### src/rtl/esd_pkg.sv
// esd_pkg: types, character codes and helper functions for the escape sequence decoder
// no dependencies

package esd_pkg;

  typedef enum logic [1:0] {
    MODE_NORMAL = 2'd0,
    MODE_ESCAPE = 2'd1,
    MODE_DIGITS = 2'd2,
    MODE_COPY   = 2'd3
  } mode_t;

  localparam logic [7:0] CH_BACKSLASH = 8'h5C;
  localparam logic [7:0] CH_SLASH     = 8'h2F;
  localparam logic [7:0] CH_QUOTE     = 8'h22;
  localparam logic [7:0] CH_A         = 8'h61;
  localparam logic [7:0] CH_B         = 8'h62;
  localparam logic [7:0] CH_F         = 8'h66;
  localparam logic [7:0] CH_N         = 8'h6E;
  localparam logic [7:0] CH_R         = 8'h72;
  localparam logic [7:0] CH_T         = 8'h74;
  localparam logic [7:0] CH_V         = 8'h76;
  localparam logic [7:0] CH_U         = 8'h75;
  localparam logic [7:0] DIGIT_ZERO   = 8'd48;
  localparam logic [7:0] DIGIT_END    = 8'd58;
  localparam logic [2:0] U_COPY_LEN   = 3'd4;

  typedef struct packed {
    logic       hit;
    logic [7:0] value;
  } esc_map_t;

  function automatic esc_map_t simple_escape(input logic [7:0] b);
    esc_map_t m;
    m.hit   = 1'b1;
    m.value = b;
    unique case (b)
      CH_SLASH, CH_QUOTE, CH_BACKSLASH: m.value = b;
      CH_A:    m.value = 8'd7;
      CH_B:    m.value = 8'd8;
      CH_F:    m.value = 8'd12;
      CH_N:    m.value = 8'd10;
      CH_R:    m.value = 8'd13;
      CH_T:    m.value = 8'd9;
      CH_V:    m.value = 8'd11;
      default: m.hit   = 1'b0;
    endcase
    return m;
  endfunction

  function automatic logic is_digit(input logic [7:0] b);
    return (b >= DIGIT_ZERO) && (b < DIGIT_END);
  endfunction

endpackage

### src/rtl/esd_if.sv
// esd_in_if, esd_out_if: valid/ready channels of the escape sequence decoder
// no dependencies

interface esd_in_if;
  logic       valid;
  logic       ready;
  logic [7:0] in_byte;
  logic       in_last;

  modport source (output valid, output in_byte, output in_last, input ready);
  modport sink   (input valid, input in_byte, input in_last, output ready);
endinterface

interface esd_out_if;
  logic       valid;
  logic       ready;
  logic [7:0] out_byte;
  logic       out_last;

  modport source (output valid, output out_byte, output out_last, input ready);
  modport sink   (input valid, input out_byte, input out_last, output ready);
endinterface

### src/rtl/escape_sequence_decoder.sv
// escape_sequence_decoder: streaming backslash unescape, one word in per cycle
// unless stalled; depends on esd_pkg and the channel interfaces in esd_if.sv

// Takes an escaped string one byte per word (in_last on the final byte) and
// gives the unescaped bytes. Each accepted word lands in an input register,
// is decoded combinationally and its zero, one or two result words are pushed
// into a two-entry output queue; a result thus passes the input register
// and then the output queue. Sustained rate is one input word per cycle as
// long as the output side takes one word per cycle; the output queue drains
// one word per cycle, so a word that yields two results (\u, unknown
// escape, end of a digit run) can hold the input back.
module escape_sequence_decoder (
  input  logic        clk,
  input  logic        rst_n,
  esd_in_if.sink      in_ch,
  esd_out_if.source   out_ch
);

  logic                in_valid_r;
  logic [7:0]          in_byte_r;
  logic                in_last_r;

  esd_pkg::mode_t      mode_r, mode_nxt;
  logic [7:0]          octal_r, octal_nxt;
  logic [2:0]          copy_r, copy_nxt;

  logic [7:0]          q_byte_r [2];
  logic                q_last_r [2];
  logic [7:0]          q_byte_nxt [2];
  logic                q_last_nxt [2];
  logic [1:0]          count_r, count_nxt;

  logic [1:0]          res_n;
  logic [7:0]          res0_byte, res1_byte;
  logic                res0_last, res1_last;

  logic                pop;
  logic [1:0]          count_left;
  logic                consume;
  logic                accept;

  esd_pkg::esc_map_t   esc;
  logic                dig;
  logic [7:0]          dig_val;
  logic [7:0]          run_val;

  assign esc     = esd_pkg::simple_escape(in_byte_r);
  assign dig     = esd_pkg::is_digit(in_byte_r);
  assign dig_val = {4'd0, in_byte_r[3:0]};
  assign run_val = {octal_r[4:0], 3'd0} + dig_val;

  assign pop        = out_ch.valid && out_ch.ready;
  assign count_left = count_r - {1'b0, pop};
  assign consume    = in_valid_r && (({1'b0, count_left} + {1'b0, res_n}) <= 3'd2);
  assign in_ch.ready = !in_valid_r || consume;
  assign accept     = in_ch.valid && in_ch.ready;

  assign out_ch.valid    = (count_r != 2'd0);
  assign out_ch.out_byte = q_byte_r[0];
  assign out_ch.out_last = q_last_r[0];

  // next state
  always_comb begin
    mode_nxt  = mode_r;
    octal_nxt = octal_r;
    copy_nxt  = copy_r;
    if (consume) begin
      unique case (mode_r)
        esd_pkg::MODE_NORMAL: begin
          mode_nxt = (in_byte_r == esd_pkg::CH_BACKSLASH && !in_last_r) ?
                     esd_pkg::MODE_ESCAPE : esd_pkg::MODE_NORMAL;
        end
        esd_pkg::MODE_ESCAPE: begin
          if (esc.hit) begin
            mode_nxt = esd_pkg::MODE_NORMAL;
          end else if (in_byte_r == esd_pkg::CH_U) begin
            mode_nxt = in_last_r ? esd_pkg::MODE_NORMAL : esd_pkg::MODE_COPY;
            copy_nxt = in_last_r ? 3'd0 : esd_pkg::U_COPY_LEN;
          end else if (dig) begin
            mode_nxt  = in_last_r ? esd_pkg::MODE_NORMAL : esd_pkg::MODE_DIGITS;
            octal_nxt = in_last_r ? 8'd0 : dig_val;
          end else begin
            mode_nxt = esd_pkg::MODE_NORMAL;
          end
        end
        esd_pkg::MODE_DIGITS: begin
          if (dig) begin
            mode_nxt  = in_last_r ? esd_pkg::MODE_NORMAL : esd_pkg::MODE_DIGITS;
            octal_nxt = in_last_r ? 8'd0 : run_val;
          end else begin
            octal_nxt = 8'd0;
            mode_nxt  = (in_byte_r == esd_pkg::CH_BACKSLASH && !in_last_r) ?
                        esd_pkg::MODE_ESCAPE : esd_pkg::MODE_NORMAL;
          end
        end
        esd_pkg::MODE_COPY: begin
          if (in_last_r || copy_r <= 3'd1) begin
            mode_nxt = esd_pkg::MODE_NORMAL;
            copy_nxt = 3'd0;
          end else begin
            copy_nxt = copy_r - 3'd1;
          end
        end
        default: mode_nxt = esd_pkg::MODE_NORMAL;
      endcase
    end
  end

  // result words of the word in the input register
  always_comb begin
    res_n     = 2'd0;
    res0_byte = in_byte_r;
    res0_last = in_last_r;
    res1_byte = in_byte_r;
    res1_last = in_last_r;
    unique case (mode_r)
      esd_pkg::MODE_NORMAL: begin
        res_n = (in_byte_r == esd_pkg::CH_BACKSLASH && !in_last_r) ? 2'd0 : 2'd1;
      end
      esd_pkg::MODE_ESCAPE: begin
        if (esc.hit) begin
          res_n     = 2'd1;
          res0_byte = esc.value;
        end else if (dig) begin
          res_n     = in_last_r ? 2'd1 : 2'd0;
          res0_byte = dig_val;
        end else begin
          res_n     = 2'd2;
          res0_byte = esd_pkg::CH_BACKSLASH;
          res0_last = 1'b0;
        end
      end
      esd_pkg::MODE_DIGITS: begin
        if (dig) begin
          res_n     = in_last_r ? 2'd1 : 2'd0;
          res0_byte = run_val;
        end else begin
          res0_byte = octal_r;
          res0_last = 1'b0;
          res_n     = (in_byte_r == esd_pkg::CH_BACKSLASH && !in_last_r) ? 2'd1 : 2'd2;
        end
      end
      esd_pkg::MODE_COPY: begin
        res_n = 2'd1;
      end
      default: res_n = 2'd0;
    endcase
  end

  // output queue, head at entry 0
  always_comb begin
    q_byte_nxt = q_byte_r;
    q_last_nxt = q_last_r;
    if (pop) begin
      q_byte_nxt[0] = q_byte_r[1];
      q_last_nxt[0] = q_last_r[1];
    end
    if (consume && res_n != 2'd0) begin
      q_byte_nxt[count_left[0]] = res0_byte;
      q_last_nxt[count_left[0]] = res0_last;
      if (res_n == 2'd2) begin
        q_byte_nxt[1] = res1_byte;
        q_last_nxt[1] = res1_last;
      end
    end
    count_nxt = consume ? (count_left + res_n) : count_left;
  end

  always_ff @(posedge clk) begin
    if (!rst_n) begin
      in_valid_r <= 1'b0;
      mode_r     <= esd_pkg::MODE_NORMAL;
      octal_r    <= 8'd0;
      copy_r     <= 3'd0;
      count_r    <= 2'd0;
    end else begin
      if (accept) begin
        in_valid_r <= 1'b1;
      end else if (consume) begin
        in_valid_r <= 1'b0;
      end
      mode_r  <= mode_nxt;
      octal_r <= octal_nxt;
      copy_r  <= copy_nxt;
      count_r <= count_nxt;
    end
  end

  always_ff @(posedge clk) begin
    if (accept) begin
      in_byte_r <= in_ch.in_byte;
      in_last_r <= in_ch.in_last;
    end
    q_byte_r <= q_byte_nxt;
    q_last_r <= q_last_nxt;
  end

endmodule

### src/flat_wrapper.sv
// flat-port wrapper written by rule: the top's interface ports become plain ports
module escape_sequence_decoder_flat 
  (clk, rst_n, in_ch_valid, in_ch_in_byte, in_ch_in_last, in_ch_ready, out_ch_valid, out_ch_out_byte, out_ch_out_last, out_ch_ready);
  esd_in_if in_ch_i ();
  esd_out_if out_ch_i ();
  input  logic clk;
  input  logic rst_n;
  input wire logic [$bits(in_ch_i.valid)-1:0] in_ch_valid;
  input wire logic [$bits(in_ch_i.in_byte)-1:0] in_ch_in_byte;
  input wire logic [$bits(in_ch_i.in_last)-1:0] in_ch_in_last;
  output wire logic [$bits(in_ch_i.ready)-1:0] in_ch_ready;
  output wire logic [$bits(out_ch_i.valid)-1:0] out_ch_valid;
  output wire logic [$bits(out_ch_i.out_byte)-1:0] out_ch_out_byte;
  output wire logic [$bits(out_ch_i.out_last)-1:0] out_ch_out_last;
  input wire logic [$bits(out_ch_i.ready)-1:0] out_ch_ready;
  assign in_ch_i.valid = in_ch_valid;
  assign in_ch_i.in_byte = in_ch_in_byte;
  assign in_ch_i.in_last = in_ch_in_last;
  assign in_ch_ready = in_ch_i.ready;
  assign out_ch_valid = out_ch_i.valid;
  assign out_ch_out_byte = out_ch_i.out_byte;
  assign out_ch_out_last = out_ch_i.out_last;
  assign out_ch_i.ready = out_ch_ready;
  escape_sequence_decoder u_core (.clk(clk), .rst_n(rst_n), .in_ch(in_ch_i), .out_ch(out_ch_i));
endmodule
### config.mk
export PLATFORM = sky130hd
export DESIGN_NAME = escape_sequence_decoder_flat
export DESIGN_NICKNAME = d
export VERILOG_FILES = /design/src/rtl/esd_pkg.sv /design/src/rtl/esd_if.sv /design/src/rtl/escape_sequence_decoder.sv /design/src/flat_wrapper.sv
export SDC_FILE = /design/constraint.sdc
export NUM_CORES = 1
export LEC_CHECK = 0
export CORE_MARGIN = 2
export CORE_UTILIZATION = 40
export CTS_BUF_LIST = sky130_fd_sc_hd__clkbuf_16
export CTS_CLUSTER_SIZE = 12
export DETAILED_ROUTE_END_ITERATION = 10
export DONT_BUFFER_PORTS = 1
export GPL_ROUTABILITY_DRIVEN = 0
export PLACE_DENSITY = 0.57
export SLEW_MARGIN = 20
export SYNTH_ARGS = -nofsm -noshare
export SYNTH_HDL_FRONTEND = slang
export SYNTH_SLANG_ARGS = --single-unit
export TNS_END_PERCENT = 50
### constraint.sdc
create_clock -name clk -period 7.25 [get_ports clk]
set_input_delay 1.45 -clock clk [delete_from_list [all_inputs] [get_ports clk]]
set_output_delay 1.45 -clock clk [all_outputs]
set_load 0.03 [all_outputs]
# Yosys cells after proc, flatten, opt, wreduce, memory -nomap -nowiden
# Cells that the tools add are included.
# totals
output_inout_bits,11
word_cells,116
input_bits,13
register_bits,43
# op_classes
reduce_logical,21
n_addsub,5
eq_ne,20
muxes,52
magnitude_cmp,6
bitwise_logic,1
# op_table
cell,count
$mux W8,10
$eq A8 B7 Y1 const B,9
$pmux W8 S7,1
$pmux W8 S2,2
$mux W2,13
$bwmux W16,1
$eq A8 B6 Y1 const B,2
$mux W16,1
$pmux W2 S4,2
$mux W3,4
$mux W1,11
$reduce_bool A2 Y1,5
$reduce_or A10 Y1,1
$add A8 B4 Y8,1
$demux W8 S1,1
$ge A8 B6 Y1 const B,1
$lt A8 B6 Y1 const B,1
$logic_and A1 B1 Y1,7
$mux W7,1
$eq A2 B2 Y1 const B,3
$ne A2 B1 Y1 const B,3
$pmux W3 S2,1
$reduce_and A5 Y1,1
$mux W4,1
other kinds (19),22

# Longest topological paths before layout
# Gate-level depths: netlist of the first run.
# depth
ltp_word,11
ltp_mapped,15

# Worst setup path after synthesis of the first run
# OpenSTA, ideal clock, no wires.
# synth_timing
path_kind,input to output
start,input port out_ch_ready
end,output port in_ch_ready
stages,10
arrival_time_ns,3.437
path_slack_ns,2.363
path_cell_list,nand2_1 > inv_1 > ha_1 > buf_4 > inv_1 > ha_1 > inv_1 > fa_1 > o21ai_0 > nand2_1
# synth_between
elab_chain_len,6
# synth_rtl
item,line_no,source
start: declaration,flat_wrapper.sv:15,input wire logic [$bits(out_ch_i.ready)-1:0] out_ch_ready;
$logic_and A1 B1 Y1,escape_sequence_decoder.sv:52,assign pop = out_ch.valid && out_ch.ready;
$sub A2 B1 Y2,escape_sequence_decoder.sv:53,"assign count_left = count_r - {1'b0, pop};"
$add A2 B2 Y3,escape_sequence_decoder.sv:54,"assign consume = in_valid_r && (({1'b0, count_left} + {1'b0, res_n}) <= 3'd2);"
$le A3 B2 Y1,escape_sequence_decoder.sv:54,
$logic_and A1 B1 Y1,escape_sequence_decoder.sv:54,
$logic_or A1 B1 Y1,escape_sequence_decoder.sv:55,assign in_ch.ready = !in_valid_r || consume;
end: declaration,flat_wrapper.sv:11,output wire logic [$bits(in_ch_i.ready)-1:0] in_ch_ready;
# Every way passes these cells.

# Worst setup path after layout of the first run
# layout_timing
start,register u_core.in_byte_r[4]
end,output port in_ch_ready
# layout_between
elab_chain_len,9
word_cells_on_any_way,26
cone_classes,add/sub: 1; order compare: 3; eq/ne: 10; mux: 7; reduce/logical: 5
# layout_rtl
item,line_no,source
start: declaration,escape_sequence_decoder.sv:20,logic [7:0] in_byte_r;
start signal: assignment,escape_sequence_decoder.sv:191,in_byte_r <= in_ch.in_byte;
$ge A8 B6 Y1 (tied with other cells),esd_pkg.sv:52,return (b >= DIGIT_ZERO) && (b < DIGIT_END);
$logic_and A1 B1 Y1 (tied with other cells),esd_pkg.sv:52,
$mux W2 (tied with other cells),escape_sequence_decoder.sv:124,end else if (dig) begin
"$mux W2, on equally long branches","escape_sequence_decoder.sv:121, escape_sequence_decoder.sv:134",
$pmux W2 S4 *,escape_sequence_decoder.sv:116,unique case (mode_r)
$add A2 B2 Y3 *,escape_sequence_decoder.sv:54,
$le A3 B2 Y1 *,escape_sequence_decoder.sv:54,
$logic_and A1 B1 Y1 *,escape_sequence_decoder.sv:54,
$logic_or A1 B1 Y1 *,escape_sequence_decoder.sv:55,
# Every way passes the cells marked *; elsewhere a longest branch is shown, timed or not.

==> flow_metrics.tcl, run 1 <==
set metrics [dict create \
    insertion_delay_ns 0.29 \
    hold_viol_final 0 \
    ys_top_cells_by_area "edfxtp_1 (18%), dfxtp_1 (17%), mux2i_1 (6.8%), ha_1 (3.8%), buf_4 (2.8%)" \
    layout-drive-gt1-share 0.114 \
    synth_area_per_cell_um2 9.62 \
    startpoint_type "flop" \
    fmax_mhz 192 \
    worstSetupPathType "reg2out" \
    ys_warn_count 0 \
    hpwl_um 4830 \
    fin_crit_sh 0.719 \
    ant_nets 0 \
    path_clk_slew_ns 0.06 \
    seq_area_frac_synth 0.355 \
    cts_made_buffers 5 \
    design.core.area_um2 7180 \
    dpl.cell_count 381 \
    wl_per_cell_um 17.1 \
    synth-main-ff-cell "dfxtp_1" \
    grt_pass1_wl_um 10800 \
    p_leak_nw 1.11 \
    drt-initial-drc-count 198 \
    antenna_cells 0 \
    skew_ns 0.00826 \
    area_growth_pct 4.99 \
    worstMarginPinSlew_ns 0.883 \
    grt_max_degree 17 \
    netlist.area_leader.share 0.184 \
    cellPowerDensity_nw_per_um2 366 \
    fin_setup_tns_ns 0 \
    synthesis.area_um2 2930 \
    worstPathArrival_ns 3.76 \
    vias_per_cell 5.79 \
    status "finished, final reports clean" \
    cts_buffer_depth 2 \
    synth_common_cells "dfxtp_1 (25), mux2i_1 (20), edfxtp_1 (18), inv_1 (18), nand2_1 (18)" \
    port_buffers 0 \
    rows 31 \
    drt-total-wl_um 6630 \
    yosys.area.top_type "edfxtp_1" \
    num-nets-final 312 \
    synth-edff-count 18 \
    globalRouteOverflowTotal 0 \
    cts_resized 0 \
    syn_nets 328 \
    drv_slew 0 \
    antenna_found_initial 0 \
    worstPathMaxFanout 15 \
    min_period_ns 5.21 \
    relSlewSlack 0.409 \
    worstPathRequired_ns 5.80 \
    final-instance-count-excl-fill 389 \
    ir_worst_vdd_mv 0.107 \
    vias 2254 \
    drc 0 \
    tritoncts "yes" \
    yosysMostFrequentCell "dfxtp_1" \
    dr.pass1.iters 4 \
    ys_async_sr_fraction 0 \
    die_h_um 89.6 \
    cts_num_sinks 43 \
    critPathCaptureType "primary output" \
    hold_buffers 0 \
    dieArea_um2 8030 \
    maxCapViolCount 0 \
    h-tree-depth 2 \
    cts_root_buffer "clkbuf_16" \
    rsz0062_at_grt "false" \
    initial_core_util 0.409 \
    syn_inst 305 \
    grt_pass1_vias 2170 \
    grt_usage 0.173 \
    ys_seq_elements 43 \
    boundaryPins 24 \
    synth_cell_types 75 \
    die_x_um 89.6 \
    hp-class "reg2reg" \
    cts_setup_buffers 0 \
    setup_violations 0 \
]
-- per-stage QoR --
step           hold slack, ns  instance area, µm²  utilization  setup WS (ns)  power, mW
2_1_floorplan           0.465                2930            -           2.36      0.827
3_3_place_gp            0.493                2920        0.406           2.15      0.873
3_5_place_dp            0.505                2920        0.406           2.10      0.883
4_1_cts                 0.518                3080        0.429           2.06       1.14
5_1_grt                 0.551                3080        0.429           1.78       1.20
6_report                0.523                3080        0.429           2.04       1.13
-- where the power goes --
group	internal (mW)	switching [mW]	total, mW	leakage (nW)
logic	0.187	0.258	0.445	0.648
registers	0.326	0.106	0.433	0.377
clock network	0.160	0.0888	0.249	0.0864
total	0.674	0.453	1.13	1.11
-- routing by layer --
| layer | part of all wire | vias up | global-route usage |
|---|---|---|---|
| met1 | 0.45 | 1082 | 0.220 |
| met4 | 0.030 | 0 | 0.0706 |
| li1 | - | 1092 | - |
| met2 | 0.47 | 66 | 0.288 |
| met3 | 0.051 | 14 | 0.0347 |
| met5 | 0 | - | 0 |
-- worst paths after layout --
path,start,endpoint,slack (ns),cells after the start
min reg2reg,u_core.octal_r[5],u_core.octal_r[5],0.52,2
max reg2reg,u_core.in_byte_r[4],u_core.octal_r[0],2.55,12
min,u_core.octal_r[5],u_core.octal_r[5],0.52,2
max,u_core.in_byte_r[4],in_ch_ready,2.04,10
-- logic make-up (layout without fill, tap and decap cells) --
family | count (synthesis) | in the layout | synth area share
flops | 43 | 43 | 0.355
mux | 30 | 30 | 0.112
simple gates | 102 | 102 | 0.202
compound gates | 73 | 73 | 0.198
fa+ha+maj | 10 | 10 | 0.0452
buf+inv | 43 | 28 | 0.0755
xor+xnor | 4 | 4 | 0.0119
-- critical path: stages, from the launching register on --
cell and delay (ns):
edfxtp_1 0.63, nor4bb_2 0.58, nand2_2 0.29, and3_1 0.29, o31ai_2 0.37, inv_1 0.09, ha_1 0.20, inv_1 0.06
fa_1 0.45, o21ai_0 0.25, nand2_1 0.26
-- area by class of cell --
class | count | area (µm²)
inverter | 19 | 73.8
sequential | 43 | 1040
clock buffer | 5 | 125
multi-input combinational | 219 | 1670
timing repair buffer | 1 | 7.51
clock inverter | 3 | 37.5
fill | 689 | 4100
tap | 99 | 124
-- layout by cell type, fill, tap and decap left out, types with 3 or more instances in the layout --
cell type,instances
a211oi_1,3
a21o_1,4
a21oi_1,13
a22o_1,4
a311oi_1,3
and2_1,3
and3_1,7
clkbuf_16,5
dfxtp_1,25
edfxtp_1,18
ha_1,9
inv_1,20
mux2_2,6
mux2_4,4
mux2i_1,20
nand2_1,18
nand2b_1,4
nand3_1,12
nor2_1,15
nor2b_1,12
nor3_1,3
o211ai_1,5
o21a_1,6
o21ai_0,5
o31ai_1,5
xnor2_1,3
(Power assumes the default switching activity.)
==> inputs of run 2 (changes only) <==
Settings changed: PLACE_DENSITY 0.57 to 0.59.
Clock period 7.25 ns to 4.2 ns, I/O delays scaled along.
==> run 2 against run 1 <==
Against the previous run: first-iteration DRC count is 8.1% higher; global-route usage increased by 0.070 points; routed wire length increased by 0.56%; register-to-register slack lost 2.1 ns; final cell count is 4.1% higher; critical endpoint unchanged; clock skew fell by 0.0014 ns; power up 78%; flip-flop and latch count stayed put; critical path type unchanged; highest routed layer unchanged; hold slack got worse by 0.017 ns; setup slack got worse by 1.8 ns; critical path depth fell by 2.
==> flow_metrics.tcl, run 2 (synthesis results as in run 1) <==
set metrics [dict create \
    status "finished, final reports clean" \
    regArea_um2 1040 \
    insertion_delay_ns 0.29 \
    multi_input_area_um2 1670 \
    die_x_um 89.6 \
    worstPathRequired_ns 3.36 \
    grt_pass1_wl_um 10700 \
    drt-initial-drc-count 214 \
    r2r_slack_ns 0.46 \
    vias_per_cell 5.62 \
    cts_buffer_depth 2 \
    cts_resized 0 \
    drt-total-wl_um 6670 \
    cts_root_buffer "clkbuf_16" \
    grt_usage 0.174 \
    hold_buffers 0 \
    vias 2277 \
    maxCapViolCount 0 \
    fmax_mhz 251 \
    antenna_found_initial 0 \
    antenna_cells 0 \
    boundaryPins 24 \
    initial_core_util 0.409 \
    final_cell_mix "dfxtp_1 (25), inv_1 (20), mux2i_1 (20), edfxtp_1 (18)" \
    fin_crit_sh 0.950 \
    cts_made_buffers 5 \
    drc 0 \
    placed_cell_area_um2 3040 \
    final_area_um2 3200 \
    critPathCaptureType "primary output" \
    wl_per_cell_um 16.5 \
    die_h_um 89.6 \
    p_leak_nw 1.19 \
    grt_max_degree 17 \
    skew_ns 0.00683 \
    tritoncts "yes" \
    port_buffers 0 \
    regToRegStartpoint "u_core.in_byte_r[2]" \
    cp-startpoint "u_core.in_byte_r[2]" \
    grt_pass1_vias 2123 \
    globalRouteOverflowTotal 0 \
    ir_worst_vdd_mv 0.170 \
    worstPathArrival_ns 3.15 \
    cts_setup_buffers 0 \
    hp-class "reg2reg" \
    area_growth_pct 9.17 \
    rows 31 \
    worstSetupPathType "reg2out" \
    design.core.area_um2 7180 \
    dr.pass1.iters 4 \
    worstPathMaxFanout 13 \
    path_clk_slew_ns 0.06 \
    h-tree-depth 2 \
    fin_setup_tns_ns 0 \
    cts_num_sinks 43 \
    layout-drive-gt1-share 0.163 \
    ant_nets 0 \
    rsz0062_at_grt "false" \
    reg2reg_depth 10 \
    hp-start "u_core.copy_r[2]" \
    cp-endpoint "in_ch_ready" \
    setup_violations 0 \
    dieArea_um2 8030 \
    mostFrequentLayoutCell "dfxtp_1" \
    drv_slew 0 \
    cellPowerDensity_nw_per_um2 627 \
    min_period_ns 3.99 \
    r2r-end "u_core.out_ch.out_byte[6]" \
    p_total_mw 2.01 \
    hold_viol_final 0 \
    relSlewSlack 0.465 \
    hpwl_um 5060 \
    worstMarginPinSlew_ns 0.792 \
    n_fill_cell 673 \
    num-nets-final 328 \
    startpoint_type "flop" \
]
==> run 2: cell types whose count changed in the layout (fill, tap and decap cells not counted), sizes merged <==
cell / change
buf: +16
==> run 2: cell type report <==
class,instances,share of cell area
flip-flops and latches,43,0.325
multi-input cells,219,0.522
clock inverters,3,0.0117
repair buffers,17,0.0399
clock buffers,5,0.0391
inverters,19,0.0231
well taps,99,0.0387
==> run 2: how the worst min path moves through the flow <==
stage | slack [ns] | endpoint | cells past startpoint
after floorplan | 0.46 | u_core.copy_r[2] | 2
after detailed placement | 0.50 | u_core.copy_r[2] | 2
after CTS | 0.51 | u_core.copy_r[2] | 2
final | 0.51 | u_core.copy_r[2] | 2
after global placement | 0.49 | u_core.copy_r[2] | 2
after global routing | 0.53 | u_core.copy_r[2] | 2
==> run 2: routing by layer <==
metal  track usage  wire length (µm)  vias up
met1         0.224              2960     1077
met2         0.299              3290       62
met3        0.0320               312       13
met5             0                 0        -
met4        0.0488               105        0
li1              -                 -     1125
==> run 2: worst max-delay path: stages, from the launching register on <==
cell	delay [ns]
edfxtp_1	0.62
o21ai_1	0.25
and2_4	0.28
or4b_1	0.56
o41ai_4	0.13
inv_4	0.09
fa_1	0.53
o21ai_1	0.22
nand2_2	0.17
==> run 2: metrics by stage <==
stage / hold WS, ns / setup slack, ns / util / std cells
final: 0.507 / 0.211 / 0.446 / 405
after global routing: 0.528 / 0.00795 / 0.446 / 405
after CTS: 0.509 / 0.112 / 0.446 / 405
after detailed placement: 0.500 / 0.443 / 0.423 / 397
after global placement: 0.492 / 0.479 / 0.423 / 397
after floorplan: 0.465 / 0.207 / - / 305
==> run 2: report_power, final <==
part	switching [mW]	internal, mW
clock	0.155	0.276
sequential	0.175	0.563
combinational	0.465	0.373
==> inputs of run 3 (changes only) <==
Settings changed: CORE_UTILIZATION 40 to 50, PLACE_DENSITY 0.59 to 0.78.
==> run 3 against run 2 <==
Against the previous run: flip-flop and latch count is the same; power shrank 2.8%; die area shrank 19%; final cell count shrank 6.4%; sequential power shrank 1%; core utilization grew 12 points; non-clock buffer count grew 2; register-to-register slack lost 0.20 ns; combinational power grew 2.9%; routed wire length shrank 0.57%; hold slack gained 0.0093 ns; count of clock-buffer cells in the layout is the same; critical endpoint unchanged; largest cell class unchanged.
==> flow_metrics.tcl, run 3 (synthesis results as in run 1) <==
set metrics [dict create \
    worstMarginPinSlew_ns 0.824 \
    final_util 0.567 \
    worstPathRequired_ns 3.36 \
    final_area_um2 3160 \
    maxCapViolCount 0 \
    wl_per_cell_um 17.5 \
    path_clk_slew_ns 0.06 \
    cellPowerDensity_nw_per_um2 617 \
    vias_per_cell 6.18 \
    grt_pass1_wl_um 11000 \
    setup_violations 0 \
    dieArea_um2 6490 \
    drt-initial-drc-count 187 \
    ir_worst_vdd_mv 0.324 \
    worstPathArrival_ns 3.20 \
    dr.pass1.iters 5 \
    switching_share 0.411 \
    initial_core_util 0.526 \
    pwr-share-seq 0.374 \
    design.core.area_um2 5570 \
    p_int_mw 1.15 \
    insertion_delay_ns 0.28 \
    port_buffers 0 \
    relSlewSlack 0.448 \
    p_leak_nw 1.18 \
    cts_num_sinks 43 \
    layout-drive-gt1-share 0.169 \
    startpoint_type "flop" \
    worstSetupPathType "reg2out" \
    cts_buffer_depth 2 \
    antenna_cells 0 \
    antenna_found_initial 0 \
    finalHoldWorstSlack_ns 0.516 \
    globalRouteOverflowTotal 0 \
    fmax_mhz 248 \
    drc 0 \
    drv_slew 0 \
    vias 2343 \
    rows 27 \
    worstPathMaxFanout 12 \
    ant_nets 0 \
    cts_made_buffers 5 \
    n_fill_cell 471 \
    status "finished, final reports clean" \
    p_switching_uw 802 \
    grt_max_degree 17 \
    hold_viol_final 0 \
    skew_ns 0.00695 \
    mostFrequentLayoutCell "dfxtp_1" \
    h-tree-depth 2 \
    hpwl_um 5040 \
    min_period_ns 4.04 \
    final_cell_mix "dfxtp_1 (25), mux2i_1 (20), buf_4 (19), inv_1 (18), edfxtp_1 (18)" \
    cts_root_buffer "clkbuf_16" \
    power_frac_clock 0.184 \
    fin_crit_sh 0.962 \
    tritoncts "yes" \
    grt_usage 0.219 \
    num-nets-final 330 \
    comb_power_share 0.441 \
    hp-class "reg2reg" \
    placed_cell_area_um2 3000 \
    die_h_um 80.6 \
    boundaryPins 24 \
    drt-total-wl_um 6630 \
    critPathCaptureType "primary output" \
    grt_pass1_vias 2303 \
    area_growth_pct 7.85 \
    die_x_um 80.6 \
]
[run 3: changes by cell type in the layout (fill, tap and decap cells not counted)]
cell,change
o31ai_2,-1
buf_4,+2
clkinv_1,+1
bufinv_16,-1
clkinv_2,+1
inv_1,-2
o31ai_4,+1
[run 3: area by class of cell]
class                   count  area, µm²  area share
clock buffers               5        125      0.0396
clock inverters             2       8.76     0.00277
inverters                  19       73.8      0.0233
multi-input cells         219       1680       0.532
flip-flops and latches     43       1040       0.329
well taps                  72       90.1      0.0285
repair buffers             19        143      0.0451
[run 3: routing by layer]
layer  track usage  vias to the layer above  share of wire
met5             0                        -              0
met4        0.0780                        0          0.023
met3        0.0494                       21          0.077
met2         0.366                      106           0.49
met1         0.277                     1089           0.41
li1              -                     1127              -
[run 3: power groups by stage]
stage               combinational, mW  clock (mW)  sequential, mW
floorplan                       0.805           0           0.623
global placement                0.804           0           0.733
detailed placement              0.840           0           0.739
CTS                             0.843       0.368           0.730
global route                    0.941       0.388           0.743
finish                          0.862       0.360           0.730
[run 3: metrics by stage]
step                      setup WS, ns  std cells  power, mW  TNS (ns)
after CTS                       0.0481        377       1.94         0
final                            0.160        379       1.95         0
after floorplan                  0.207        305       1.43         0
after global routing           -0.0337        379       2.07   -0.0337
after global placement           0.375        370       1.54         0
after detailed placement         0.279        370       1.58         0
[run 3: what timing repair did]
action | CTS | global route
resized for setup | 0 | 3
hold buffers | 0 | 0
endpoints found under the setup margin | 0 | 1
buffers inserted | 0 | 2
[run 3: final timing paths]
kind	from	to	slack [ns]	cells after the start
min	u_core.mode_r[1]	u_core.mode_r[1]	0.52	2
min reg2reg	u_core.mode_r[1]	u_core.mode_r[1]	0.52	2
max reg2reg	u_core.in_byte_r[2]	u_core.octal_r[0]	0.26	13
max	u_core.in_byte_r[2]	in_ch_ready	0.16	10
[run 3: worst max-delay path: stages, from the launching register on]
cell	delay, ns
edfxtp_1	0.55
or2_1	0.31
or3_1	0.41
a211oi_2	0.36
o31ai_4	0.15
inv_1	0.08
ha_1	0.14
inv_1	0.05
fa_1	0.47
o21ai_1	0.22
nand2_2	0.17
